File: src/rtl/sitda_pkg.sv
`default_nettype none
// ----------------------------------------------------------------------------
// sitda_pkg: shared types and constants for the integer to ASCII converter
// Character codes, digit sizing and the command and status groups that pass
// between the controller and the datapath.
// ----------------------------------------------------------------------------
package sitda_pkg;

	localparam int CHAR_BITS  = 6;
	localparam int DIGIT_BITS = 4;

	localparam logic [CHAR_BITS-1:0] CODE_MINUS = 6'd45;
	localparam logic [CHAR_BITS-1:0] CODE_ZERO  = 6'd48;

	// decimal digits needed for the largest unsigned value of the given width
	function automatic int dec_digits(input int bits);
		return (bits * 30103) / 100000 + 1;
	endfunction

	typedef struct packed {
		logic load;
		logic shift;
		logic put_sign;
		logic put_digit;
		logic drop_digit;
	} cmd_t;

	typedef struct packed {
		logic neg;
		logic conv_done;
		logic lead_zero;
		logic final_digit;
		logic out_free;
	} sts_t;

endpackage
`default_nettype wire

File: src/rtl/sitda_in_if.sv
`default_nettype none
// ----------------------------------------------------------------------------
// sitda_in_if: input channel of the integer to ASCII converter
// Carries one signed integer per beat under a valid/ready handshake.
// ----------------------------------------------------------------------------
interface sitda_in_if #(
	parameter int VALUE_BITS = 32
);
	logic                         valid;
	logic                         ready;
	logic signed [VALUE_BITS-1:0] value;

	modport source (output valid, output value, input ready);
	modport sink   (input valid, input value, output ready);
endinterface
`default_nettype wire

File: src/rtl/sitda_out_if.sv
`default_nettype none
// ----------------------------------------------------------------------------
// sitda_out_if: output channel of the integer to ASCII converter
// Carries one ASCII character per beat and a flag on the final one.
// ----------------------------------------------------------------------------
interface sitda_out_if;
	logic                             valid;
	logic                             ready;
	logic [sitda_pkg::CHAR_BITS-1:0]  char_code;
	logic                             last;

	modport source (output valid, output char_code, output last, input ready);
	modport sink   (input valid, input char_code, input last, output ready);
endinterface
`default_nettype wire

File: src/rtl/sitda_ctrl.sv
`default_nettype none
// ----------------------------------------------------------------------------
// sitda_ctrl: sequencing state machine
// Steps the datapath through load, binary to BCD shifting, sign and digits.
// ----------------------------------------------------------------------------
module sitda_ctrl (
	input  wire logic            clk,
	input  wire logic            arst_n,
	input  wire logic            in_valid,
	output logic                 in_ready,
	input  wire sitda_pkg::sts_t sts,
	output sitda_pkg::cmd_t      cmd
);

	localparam logic [1:0] ST_IDLE = 2'd0;
	localparam logic [1:0] ST_CONV = 2'd1;
	localparam logic [1:0] ST_SIGN = 2'd2;
	localparam logic [1:0] ST_EMIT = 2'd3;

	logic [1:0] state_q;
	logic [1:0] state_d;

	always_comb begin
		cmd      = '0;
		in_ready = 1'b0;
		state_d  = state_q;
		unique case (state_q)
			ST_IDLE: begin
				in_ready = 1'b1;
				if (in_valid) begin
					cmd.load = 1'b1;
					state_d  = ST_CONV;
				end
			end
			ST_CONV: begin
				cmd.shift = 1'b1;
				if (sts.conv_done) begin
					state_d = sts.neg ? ST_SIGN : ST_EMIT;
				end
			end
			ST_SIGN: begin
				if (sts.out_free) begin
					cmd.put_sign = 1'b1;
					state_d      = ST_EMIT;
				end
			end
			ST_EMIT: begin
				if (sts.lead_zero && !sts.final_digit) begin
					cmd.drop_digit = 1'b1;
				end else if (sts.out_free) begin
					cmd.put_digit = 1'b1;
					if (sts.final_digit) begin
						state_d = ST_IDLE;
					end
				end
			end
			default: begin
				state_d = ST_IDLE;
			end
		endcase
	end

	always_ff @(posedge clk or negedge arst_n) begin
		if (!arst_n) begin
			state_q <= ST_IDLE;
		end else begin
			state_q <= state_d;
		end
	end

endmodule
`default_nettype wire

File: src/rtl/sitda_dp.sv
`default_nettype none
// ----------------------------------------------------------------------------
// sitda_dp: conversion datapath
// Magnitude register, shift-and-add-3 BCD register, shared shift and digit
// counter, and the output character register.
// ----------------------------------------------------------------------------
module sitda_dp #(
	parameter int VALUE_BITS = 32
) (
	input  wire logic                            clk,
	input  wire logic                            arst_n,
	input  wire logic signed [VALUE_BITS-1:0]    value,
	input  wire sitda_pkg::cmd_t                 cmd,
	output sitda_pkg::sts_t                      sts,
	input  wire logic                            out_ready,
	output logic                                 out_valid,
	output logic [sitda_pkg::CHAR_BITS-1:0]      char_code,
	output logic                                 last
);

	localparam int DB       = sitda_pkg::DIGIT_BITS;
	localparam int ND       = sitda_pkg::dec_digits(VALUE_BITS);
	localparam int BCD_BITS = ND * DB;
	localparam int CW       = $clog2(VALUE_BITS);

	logic [VALUE_BITS-1:0]           value_u;
	logic [VALUE_BITS-1:0]           mag_q;
	logic [BCD_BITS-1:0]             bcd_q;
	logic [BCD_BITS-1:0]             bcd_adj;
	logic                            neg_q;
	logic [CW-1:0]                   cnt_q;
	logic                            started_q;
	logic                            out_valid_q;
	logic [sitda_pkg::CHAR_BITS-1:0] char_q;
	logic                            last_q;
	logic [DB-1:0]                   top_digit;
	logic                            out_free;

	assign value_u   = value;
	assign top_digit = bcd_q[BCD_BITS-1 -: DB];
	assign out_free  = !out_valid_q || out_ready;

	always_comb begin
		for (int i = 0; i < ND; i++) begin
			if (bcd_q[i*DB +: DB] >= DB'(5)) begin
				bcd_adj[i*DB +: DB] = bcd_q[i*DB +: DB] + DB'(3);
			end else begin
				bcd_adj[i*DB +: DB] = bcd_q[i*DB +: DB];
			end
		end
	end

	always_comb begin
		sts.neg         = neg_q;
		sts.conv_done   = (cnt_q == CW'(VALUE_BITS - 1));
		sts.lead_zero   = !started_q && (top_digit == '0);
		sts.final_digit = (cnt_q == CW'(ND - 1));
		sts.out_free    = out_free;
	end

	always_ff @(posedge clk) begin
		if (cmd.load) begin
			mag_q <= value_u[VALUE_BITS-1] ? (~value_u + VALUE_BITS'(1)) : value_u;
			bcd_q <= '0;
			neg_q <= value_u[VALUE_BITS-1];
			cnt_q <= '0;
		end else if (cmd.shift) begin
			bcd_q <= {bcd_adj[BCD_BITS-2:0], mag_q[VALUE_BITS-1]};
			mag_q <= {mag_q[VALUE_BITS-2:0], 1'b0};
			cnt_q <= sts.conv_done ? '0 : cnt_q + CW'(1);
		end else if (cmd.put_digit || cmd.drop_digit) begin
			bcd_q <= {bcd_q[BCD_BITS-DB-1:0], DB'(0)};
			cnt_q <= cnt_q + CW'(1);
		end
		if (cmd.put_sign || cmd.put_digit) begin
			char_q <= cmd.put_sign ? sitda_pkg::CODE_MINUS
				: sitda_pkg::CODE_ZERO + sitda_pkg::CHAR_BITS'(top_digit);
			last_q <= cmd.put_digit && sts.final_digit;
		end
	end

	always_ff @(posedge clk or negedge arst_n) begin
		if (!arst_n) begin
			started_q   <= 1'b0;
			out_valid_q <= 1'b0;
		end else begin
			if (cmd.load) begin
				started_q <= 1'b0;
			end else if (cmd.put_digit) begin
				started_q <= 1'b1;
			end
			if (cmd.put_sign || cmd.put_digit) begin
				out_valid_q <= 1'b1;
			end else if (out_ready) begin
				out_valid_q <= 1'b0;
			end
		end
	end

	assign out_valid = out_valid_q;
	assign char_code = char_q;
	assign last      = last_q;

endmodule
`default_nettype wire

File: src/rtl/signed_int_to_decimal_ascii.sv
`default_nettype none
// ----------------------------------------------------------------------------
// signed_int_to_decimal_ascii: signed integer to decimal ASCII text
// Converts one two's complement integer into its decimal characters, most
// significant first, minus sign for negative values, no leading zeros.
//
//   channel  dir  payload               beats per item
//   din      in   value[VALUE_BITS-1:0]  1
//   dout     out  char_code[5:0], last   1 to 11 (VALUE_BITS = 32)
//
// An item is loaded, shifted through the BCD register in VALUE_BITS
// shift-and-add-3 steps, given a minus sign if negative, then walked one
// digit position of the BCD register at a time (10 positions at 32 bits).
// Reset clears the sequencer and the output valid flag.
// A stall on dout holds sign and digit output, not leading-zero drops; din
// is taken again once the final character sits in the output register.
// ----------------------------------------------------------------------------
module signed_int_to_decimal_ascii #(
	parameter int VALUE_BITS = 32
) (
	input  wire logic  clk,
	input  wire logic  arst_n,
	sitda_in_if.sink   din,
	sitda_out_if.source dout
);

	sitda_pkg::cmd_t cmd;
	sitda_pkg::sts_t sts;

	sitda_ctrl u_ctrl (
		.clk      (clk),
		.arst_n   (arst_n),
		.in_valid (din.valid),
		.in_ready (din.ready),
		.sts      (sts),
		.cmd      (cmd)
	);

	sitda_dp #(
		.VALUE_BITS (VALUE_BITS)
	) u_dp (
		.clk       (clk),
		.arst_n    (arst_n),
		.value     (din.value),
		.cmd       (cmd),
		.sts       (sts),
		.out_ready (dout.ready),
		.out_valid (dout.valid),
		.char_code (dout.char_code),
		.last      (dout.last)
	);

endmodule
`default_nettype wire

File: src/flat_wrapper.sv
// flat-port wrapper written by rule: the top's interface ports become plain ports
module signed_int_to_decimal_ascii_flat 
#(
	parameter int VALUE_BITS = 32
)
  (clk, arst_n, din_valid, din_value, din_ready, dout_valid, dout_char_code, dout_last, dout_ready);
  sitda_in_if #(.VALUE_BITS(VALUE_BITS)) din_i ();
  sitda_out_if dout_i ();
  input  wire logic clk;
  input  wire logic arst_n;
  input wire logic [$bits(din_i.valid)-1:0] din_valid;
  input wire logic [$bits(din_i.value)-1:0] din_value;
  output wire logic [$bits(din_i.ready)-1:0] din_ready;
  output wire logic [$bits(dout_i.valid)-1:0] dout_valid;
  output wire logic [$bits(dout_i.char_code)-1:0] dout_char_code;
  output wire logic [$bits(dout_i.last)-1:0] dout_last;
  input wire logic [$bits(dout_i.ready)-1:0] dout_ready;
  assign din_i.valid = din_valid;
  assign din_i.value = din_value;
  assign din_ready = din_i.ready;
  assign dout_valid = dout_i.valid;
  assign dout_char_code = dout_i.char_code;
  assign dout_last = dout_i.last;
  assign dout_i.ready = dout_ready;
  signed_int_to_decimal_ascii #(.VALUE_BITS(VALUE_BITS)) u_core (.clk(clk), .arst_n(arst_n), .din(din_i), .dout(dout_i));
endmodule
File: config.mk
export PLATFORM = sky130hd
export DESIGN_NAME = signed_int_to_decimal_ascii_flat
export DESIGN_NICKNAME = d
export VERILOG_FILES = /design/src/rtl/sitda_pkg.sv /design/src/rtl/sitda_in_if.sv /design/src/rtl/sitda_out_if.sv /design/src/rtl/sitda_ctrl.sv /design/src/rtl/sitda_dp.sv /design/src/rtl/signed_int_to_decimal_ascii.sv /design/src/flat_wrapper.sv
export SDC_FILE = /design/constraint.sdc
export NUM_CORES = 1
export LEC_CHECK = 0
export BUFFER_PORTS_ARGS = -buffer_cell sky130_fd_sc_hd__buf_2
export CAP_MARGIN = 10
export CORE_ASPECT_RATIO = 1.2
export CORE_MARGIN = 2
export CORE_UTILIZATION = 55
export CTS_BUF_LIST = sky130_fd_sc_hd__clkbuf_8 sky130_fd_sc_hd__clkbuf_16
export DETAILED_ROUTE_END_ITERATION = 10
export PLACE_DENSITY = 0.74
export SLEW_MARGIN = 30
export SYNTH_ARGS = -nofsm -noshare
export SYNTH_HDL_FRONTEND = slang
export SYNTH_SLANG_ARGS = --single-unit
File: constraint.sdc
create_clock -name clk -period 4.8 [get_ports clk]
set_input_delay 0.24 -clock clk [delete_from_list [all_inputs] [get_ports clk]]
set_output_delay 0.24 -clock clk [all_outputs]
set_load 0.01 [all_outputs]
==> results.md, run 1 <==
- Mux share of post-synthesis cell area: 1.42%
- Die area: 11,400 sq um
- Remaining global-route overflow: 0
- Slew Limit Fails: 0
- Avg Inst Size Synth: 8.29 sq um
- Stages on the worst setup path: 8
- Final min period: 2.68 ns
- WHS: 0.247 ns
- Dpl hpwl: 8660 um
- HP Class: input port to asynchronous set/reset pin
- Site Rows: 41
- Startpoint type of the worst setup path: flop
- CP cell instances: inv_1 > ha_2 > buf_4 > inv_1 > buf_4 > o21a_1 > nor3_1 > a211oi_1
- Area grow syn2layout: 9.37%
- Synth Cell Area: 5830 sq um
- Critical path origin: u_core.u_ctrl.state_q[1]
- Commonest non-fill, non-tap cell in the layout: a21oi_1
- CP endpoint: u_core.u_dp.bcd_q[4]
- Critical path required time: 5.05 ns
- Met1 Use GR: 28.1%
- H-tree levels: 3
- Die H: 117 um
- Vias/cell: 5.92
- Met2 Use GR: 39.5%
- Post-synth top flop: dfxtp_1
- Post-synth ARST share: 4.55%
- Compound-Gate Fraction of Synth Area: 24.7%
- Max-slew headroom: 38.5%
- Number of diodes: 0
- Power per Cell Area: 697 nW/um^2
- Vias in the first global route: 4,664
- Maximum VDD drop: 0.274 mV
- Final ANT Viol Nets: 0
- Mapped Cells: 704
- Layout cell share with drive strength beyond 1: 10.4%
- Final WL: 12,900 um
- Main combinational cell family by area after synthesis: compound AO/OA/AOI/OAI gates
- Worst-path clk slew: 0.07 ns
- Initial Util: 56.0%
- Slew @ Worst Pin: 0.922 ns
- Total power: 4.45 mW
- Origin of the critical flop-to-flop path: u_core.u_ctrl.state_q[1]
- RSZ-0062 raised after global routing: false
- Simple logic cell fraction of the synthesized area: 18.3%
- Most frequent cells in the layout: 73 x a21oi_1, 70 x nand2_1, 68 x nor2_1
- Bufs and invs on worst path: 4
- Sequential area share after synthesis: 37.2%
- Worst setup EP type: flop
- Initial antenna violation count: 0
- CTS max path bufs: 2
- Critical R2R Capture: u_core.u_dp.bcd_q[4]
- Cts bufs inserted: 9
- Clk sinks: 88
- DRT iter0 DRCs: 265
- Post-synth net total: 770
- Setup_tns: 0 ns
- Leak: 2.49 nW
- DRT Pass-1 Iters: 8
- GRT Util Overall: 22.8%
- # DRC: 0
- Routing usage on met3: 4.45%
- F_max: 0.372 GHz
- R2R depth: 8
- Post-synth EDFFs: 39
- Largest delay share family, worst path: buffers and inverters
- Max-cap viol count: 0
- Layout net count: 780
- Final Cycle Share: 55.9%
- First-pass GRT wire length: 21,500 um
- Post-Synth XOR/XNOR Area: 5.86%
- Root Buffer: clkbuf_16
- Pin count of the biggest net entering global routing: 59
- Worst clock skew: 0.0110 ns
- TritonCTS clock tree: yes
- Status: finished, final reports clean
- Slowest cell on the critical path: o21a_1
- Core Box Area: 10,400 sq um
- Max stage delay on crit path: 0.65 ns
- Reg-to-reg slack, setup: 2.12 ns
- Chip width: 98.0 um
- # setup viols final: 0
- Gpl congestion: 0.815
- Worst path arrival time: 2.94 ns
- # IOs: 45
- Global route hottest layer: met2
- Cell variety after synth: 55
- Crit Path Max Fanout: 58
- Skew-Pair Late Insertion Delay: 0.34 ns
- Routed wire per std cell: 15.3 um
- IO Port Bufs: 43
- Adder-cell area share of the yosys netlist: 6.44%
- Post-cts sizing count: 0
- Via count: 5,017
- Yosys warns: 0
- FF+latch count, synth: 88
- Critical path type: flop to flop
- Hold Violations, Final: 0
[worst min path at each step]
| stage | startpoint | to | slack (ns) | depth (start not counted) |
|---|---|---|---|---|
| global placement | arst_n | u_core.u_dp.started_q | 0.05 | 1 |
| CTS | arst_n | u_core.u_dp.started_q | 0.24 | 2 |
| finish | arst_n | u_core.u_dp.started_q | 0.25 | 2 |
| detailed placement | arst_n | u_core.u_dp.started_q | 0.05 | 1 |
| global route | arst_n | u_core.u_ctrl.state_q[1] | 0.25 | 2 |
| floorplan | arst_n | u_core.u_ctrl.state_q[0] | -0.06 | 0 |
[per-layer routing]
layer	up-vias	part of all wire [%]
met5	-	0
met4	0	2.1
met3	20	4.1
met2	131	50
met1	2309	44
li1	2557	-
[area by class of cell]
type                       instances  area (sq um)
clock buffer                      10           239
clock inverter                     6          60.1
fill                             900          4030
inverter                          38           143
multi-input combinational        526          3330
sequential                        88          2170
tap                              129           161
timing repair buffer              51           278
[kinds of logic after synthesis]
logic type,count (synthesis)
AO/OA/AOI/OAI,224
AND/OR/NAND/NOR,224
buffers and inverters,90
flip-flops,88
XOR/XNOR,39
adder cells (fa/ha/maj),30
multiplexers,8
other,1
[Yosys cell counts, types with 9 or more instances]
library cell	count	share of area, %
a2111oi_0	12	1.8
a211oi_1	12	1.5
a21oi_1	73	6.3
a311oi_1	9	1.4
a31oi_1	18	1.9
clkbuf_1	43	2.8
dfxtp_1	45	15
edfxtp_1	39	20
ha_1	30	6.4
inv_1	38	2.4
nand2_1	71	4.6
nand2b_1	17	1.8
nor2_1	68	4.4
nor3_1	21	1.8
nor3b_1	10	1.3
o21a_1	9	1.2
o21ai_0	40	3.4
o21ai_1	13	1.1
o31ai_1	14	1.8
xnor2_1	12	1.8
xor2_1	27	4.1
[stage by stage]
step           instance area (sq um)  setup WS [ns]  instances  utilization [%]
2_1_floorplan                   5830           2.36        704                -
3_3_place_gp                    6060           2.28        831             58.2
3_5_place_dp                    6070           2.18        831             58.3
4_1_cts                         6380           2.17        848             61.3
5_1_grt                         6380           1.99        848             61.3
6_report                        6380           2.12        848             61.3
[state kept, by name (all words and copies together), names as in the netlist]
name                   flops
u_core.u_ctrl.state_q      2
u_core.u_dp.bcd_q         40
u_core.u_dp.char_code      5
u_core.u_dp.cnt_q          5
u_core.u_dp.last           1
u_core.u_dp.mag_q         32
u_core.u_dp.neg_q          1
u_core.u_dp.out_valid      1
u_core.u_dp.started_q      1
[timing repair]
action | CTS | global route
setup endpoints to repair | 0 | 0
setup buffers | 0 | 0
hold buffers | 1 | 0
hold endpoints to repair | 4 | 0
[power breakdown]
group	internal (mW)	switching (mW)	leakage [nW]	total [mW]
clock network	0.415	0.291	0.151	0.706
logic	0.831	1.34	1.54	2.17
registers	1.26	0.314	0.795	1.57
total	2.50	1.95	2.49	4.45
Note: power is estimated with default switching activity, not from simulation.
==> run 2, diff against run 1 <==
PLACE_DENSITY = 0.77   (was 0.74)
clock period = 2.3 ns   (was 4.8 ns; I/O delays follow)
==> results.md, run 2 (synthesis results as in run 1) <==
- CTS max path bufs: 2
- Power per Cell Area: 1460 nW/um^2
- Routed wl met2: 6760 um
- Placed cell area: 6230 sq um
- Biggest register: u_core.u_dp.bcd_q
- Critical path required time: 2.28 ns
- Postcts setup bufs: 0
- Vias in the first global route: 5,093
- Crit Path Max Fanout: 8
- GRT Util Overall: 23.5%
- Part of the power in registers: 34.5%
- Maximum VDD drop: 0.615 mV
- DRT iter0 DRCs: 295
- Status: finished, final reports clean
- Routed wire per std cell: 15.5 um
- Hold Violations, Final: 0
- Clk pwr share: 15.4%
- Critical R2R Capture: u_core.u_dp.char_code[2]
- Chip width: 98.0 um
- Worst-path clk slew: 0.07 ns
- Slew Limit Fails: 0
- Final min period: 2.13 ns
- Slew @ Worst Pin: 0.610 ns
- DR top layer: met4
- Layout cell share with drive strength beyond 1: 13.3%
- Worst setup EP type: flop
- DRT Pass-1 Iters: 6
- Max-slew headroom: 58.9%
- Skew-Pair Late Insertion Delay: 0.34 ns
- Gpl congestion: 0.801
- Wl on met1: 5850 um
- Worst clock skew: 0.00829 ns
- RSZ-0062 raised after global routing: false
- Final ANT Viol Nets: 0
- HP Class: input port to asynchronous set/reset pin
- Dpl hpwl: 9370 um
- F_max: 0.470 GHz
- Leak: 2.58 nW
- Met3 Wirelength: 513 um
- Layout net count: 798
- R2R depth: 5
- Net Sw Frac: 43.3%
- Critical path type: flop to flop
- Initial Util: 56.0%
- Pin count of the biggest net entering global routing: 58
- Site Rows: 41
- WHS: 0.122 ns
- Clk sinks: 88
- Worst path arrival time: 2.11 ns
- FF/Latch Area: 2170 sq um
- Crit path setup slack, layout: 0.170 ns
- Fillcell total: 895
- Cts bufs inserted: 9
- Startpoint type of the worst setup path: flop
- Origin of the critical flop-to-flop path: u_core.u_dp.cnt_q[0]
- Largest register FFs: 40
- Core Box Area: 10,400 sq um
- Top flop regs: u_core.u_dp.bcd_q (40), u_core.u_dp.mag_q (32)
- Die H: 117 um
- Commonest non-fill, non-tap cell in the layout: a21oi_1
- Vias/cell: 6.03
- Setup_tns: 0 ns
- H-tree levels: 3
- Placed Cells: 849
- Multi-input logic area: 3340 sq um
- Final Cycle Share: 92.6%
- Layout Cells excl Fill: 866
- Power share of the combinational group: 50.1%
- Fin area: 6550 sq um
- Most frequent cells in the layout: 72 x a21oi_1, 69 x nand2_1, 68 x nor2_1
- Reg-to-reg slack, setup: 0.17 ns
- # setup viols final: 0
- DP Worst Slack: 0.0403 ns
- Remaining global-route overflow: 0
- Via count: 5,219
- TritonCTS clock tree: yes
- Die area: 11,400 sq um
- First-pass GRT wire length: 22,400 um
- Max-cap viol count: 0
- # IOs: 45
- # DRC: 0
- Root Buffer: clkbuf_16
- Initial antenna violation count: 0
- Internal power: 5.41 mW
- Area grow syn2layout: 12.3%
- Final WL: 13,500 um
- IO Port Bufs: 43
- Number of diodes: 0
- Sw power: 4.14 mW
## run 2: layout make-up
type / count / area share, %
Multi-Input combinational cell: 526 / 51.0
Sequential cell: 88 / 33.1
Timing Repair Buffer: 69 / 6.68
Clock buffer: 10 / 3.65
Tap cell: 129 / 2.46
Inverter: 38 / 2.18
Clock inverter: 6 / 0.917
## run 2: timing repair
item | in CTS | in global routing
hold buffers | 1 | 0
resized for setup | 0 | 5
hold endpoints to repair | 4 | 0
setup endpoints to repair | 0 | 18
## run 2: how the worst max path moves through the flow
stage | endpoint | depth (start not counted) | from
floorplan | u_core.u_dp.mag_q[0] | 6 | u_core.u_ctrl.state_q[0]
global placement | u_core.u_dp.mag_q[27] | 6 | din_value[20]
detailed placement | u_core.u_dp.mag_q[27] | 6 | din_value[20]
CTS | u_core.u_dp.bcd_q[4] | 7 | u_core.u_dp.bcd_q[37]
global route | u_core.u_dp.bcd_q[21] | 7 | u_core.u_dp.bcd_q[21]
finish | u_core.u_dp.char_code[2] | 5 | u_core.u_dp.cnt_q[0]
## run 2: power by group through the flow
| stage | logic [mW] | registers, mW | clock network [mW] |
|---|---|---|---|
| 2_1_floorplan | 3.65 | 3.04 | 0 |
| 3_3_place_gp | 4.48 | 3.24 | 0 |
| 3_5_place_dp | 4.72 | 3.29 | 0 |
| 4_1_cts | 4.75 | 3.27 | 1.48 |
| 5_1_grt | 5.44 | 3.39 | 1.55 |
| 6_report | 4.79 | 3.30 | 1.47 |
## run 2: layer usage
metal / track usage [%] / up-vias
met5: 0 / -
met4: 10.6 / 0
met3: 3.68 / 37
met2: 43.0 / 145
met1: 27.4 / 2438
li1: - / 2599
## run 2: stage by stage
step / utilization, % / total power, mW
2_1_floorplan: - / 6.68
3_3_place_gp: 59.8 / 7.72
3_5_place_dp: 59.8 / 8.01
4_1_cts: 62.8 / 9.50
5_1_grt: 62.9 / 10.4
6_report: 62.9 / 9.56
## run 2: worst max-delay path, stage by stage (launching register included)
cell and delay, ns:
dfxtp_1 0.41, ha_1 0.18, nand4bb_1 0.24, nand2_1 0.36
a21oi_1 0.16, nor2_1 0.42
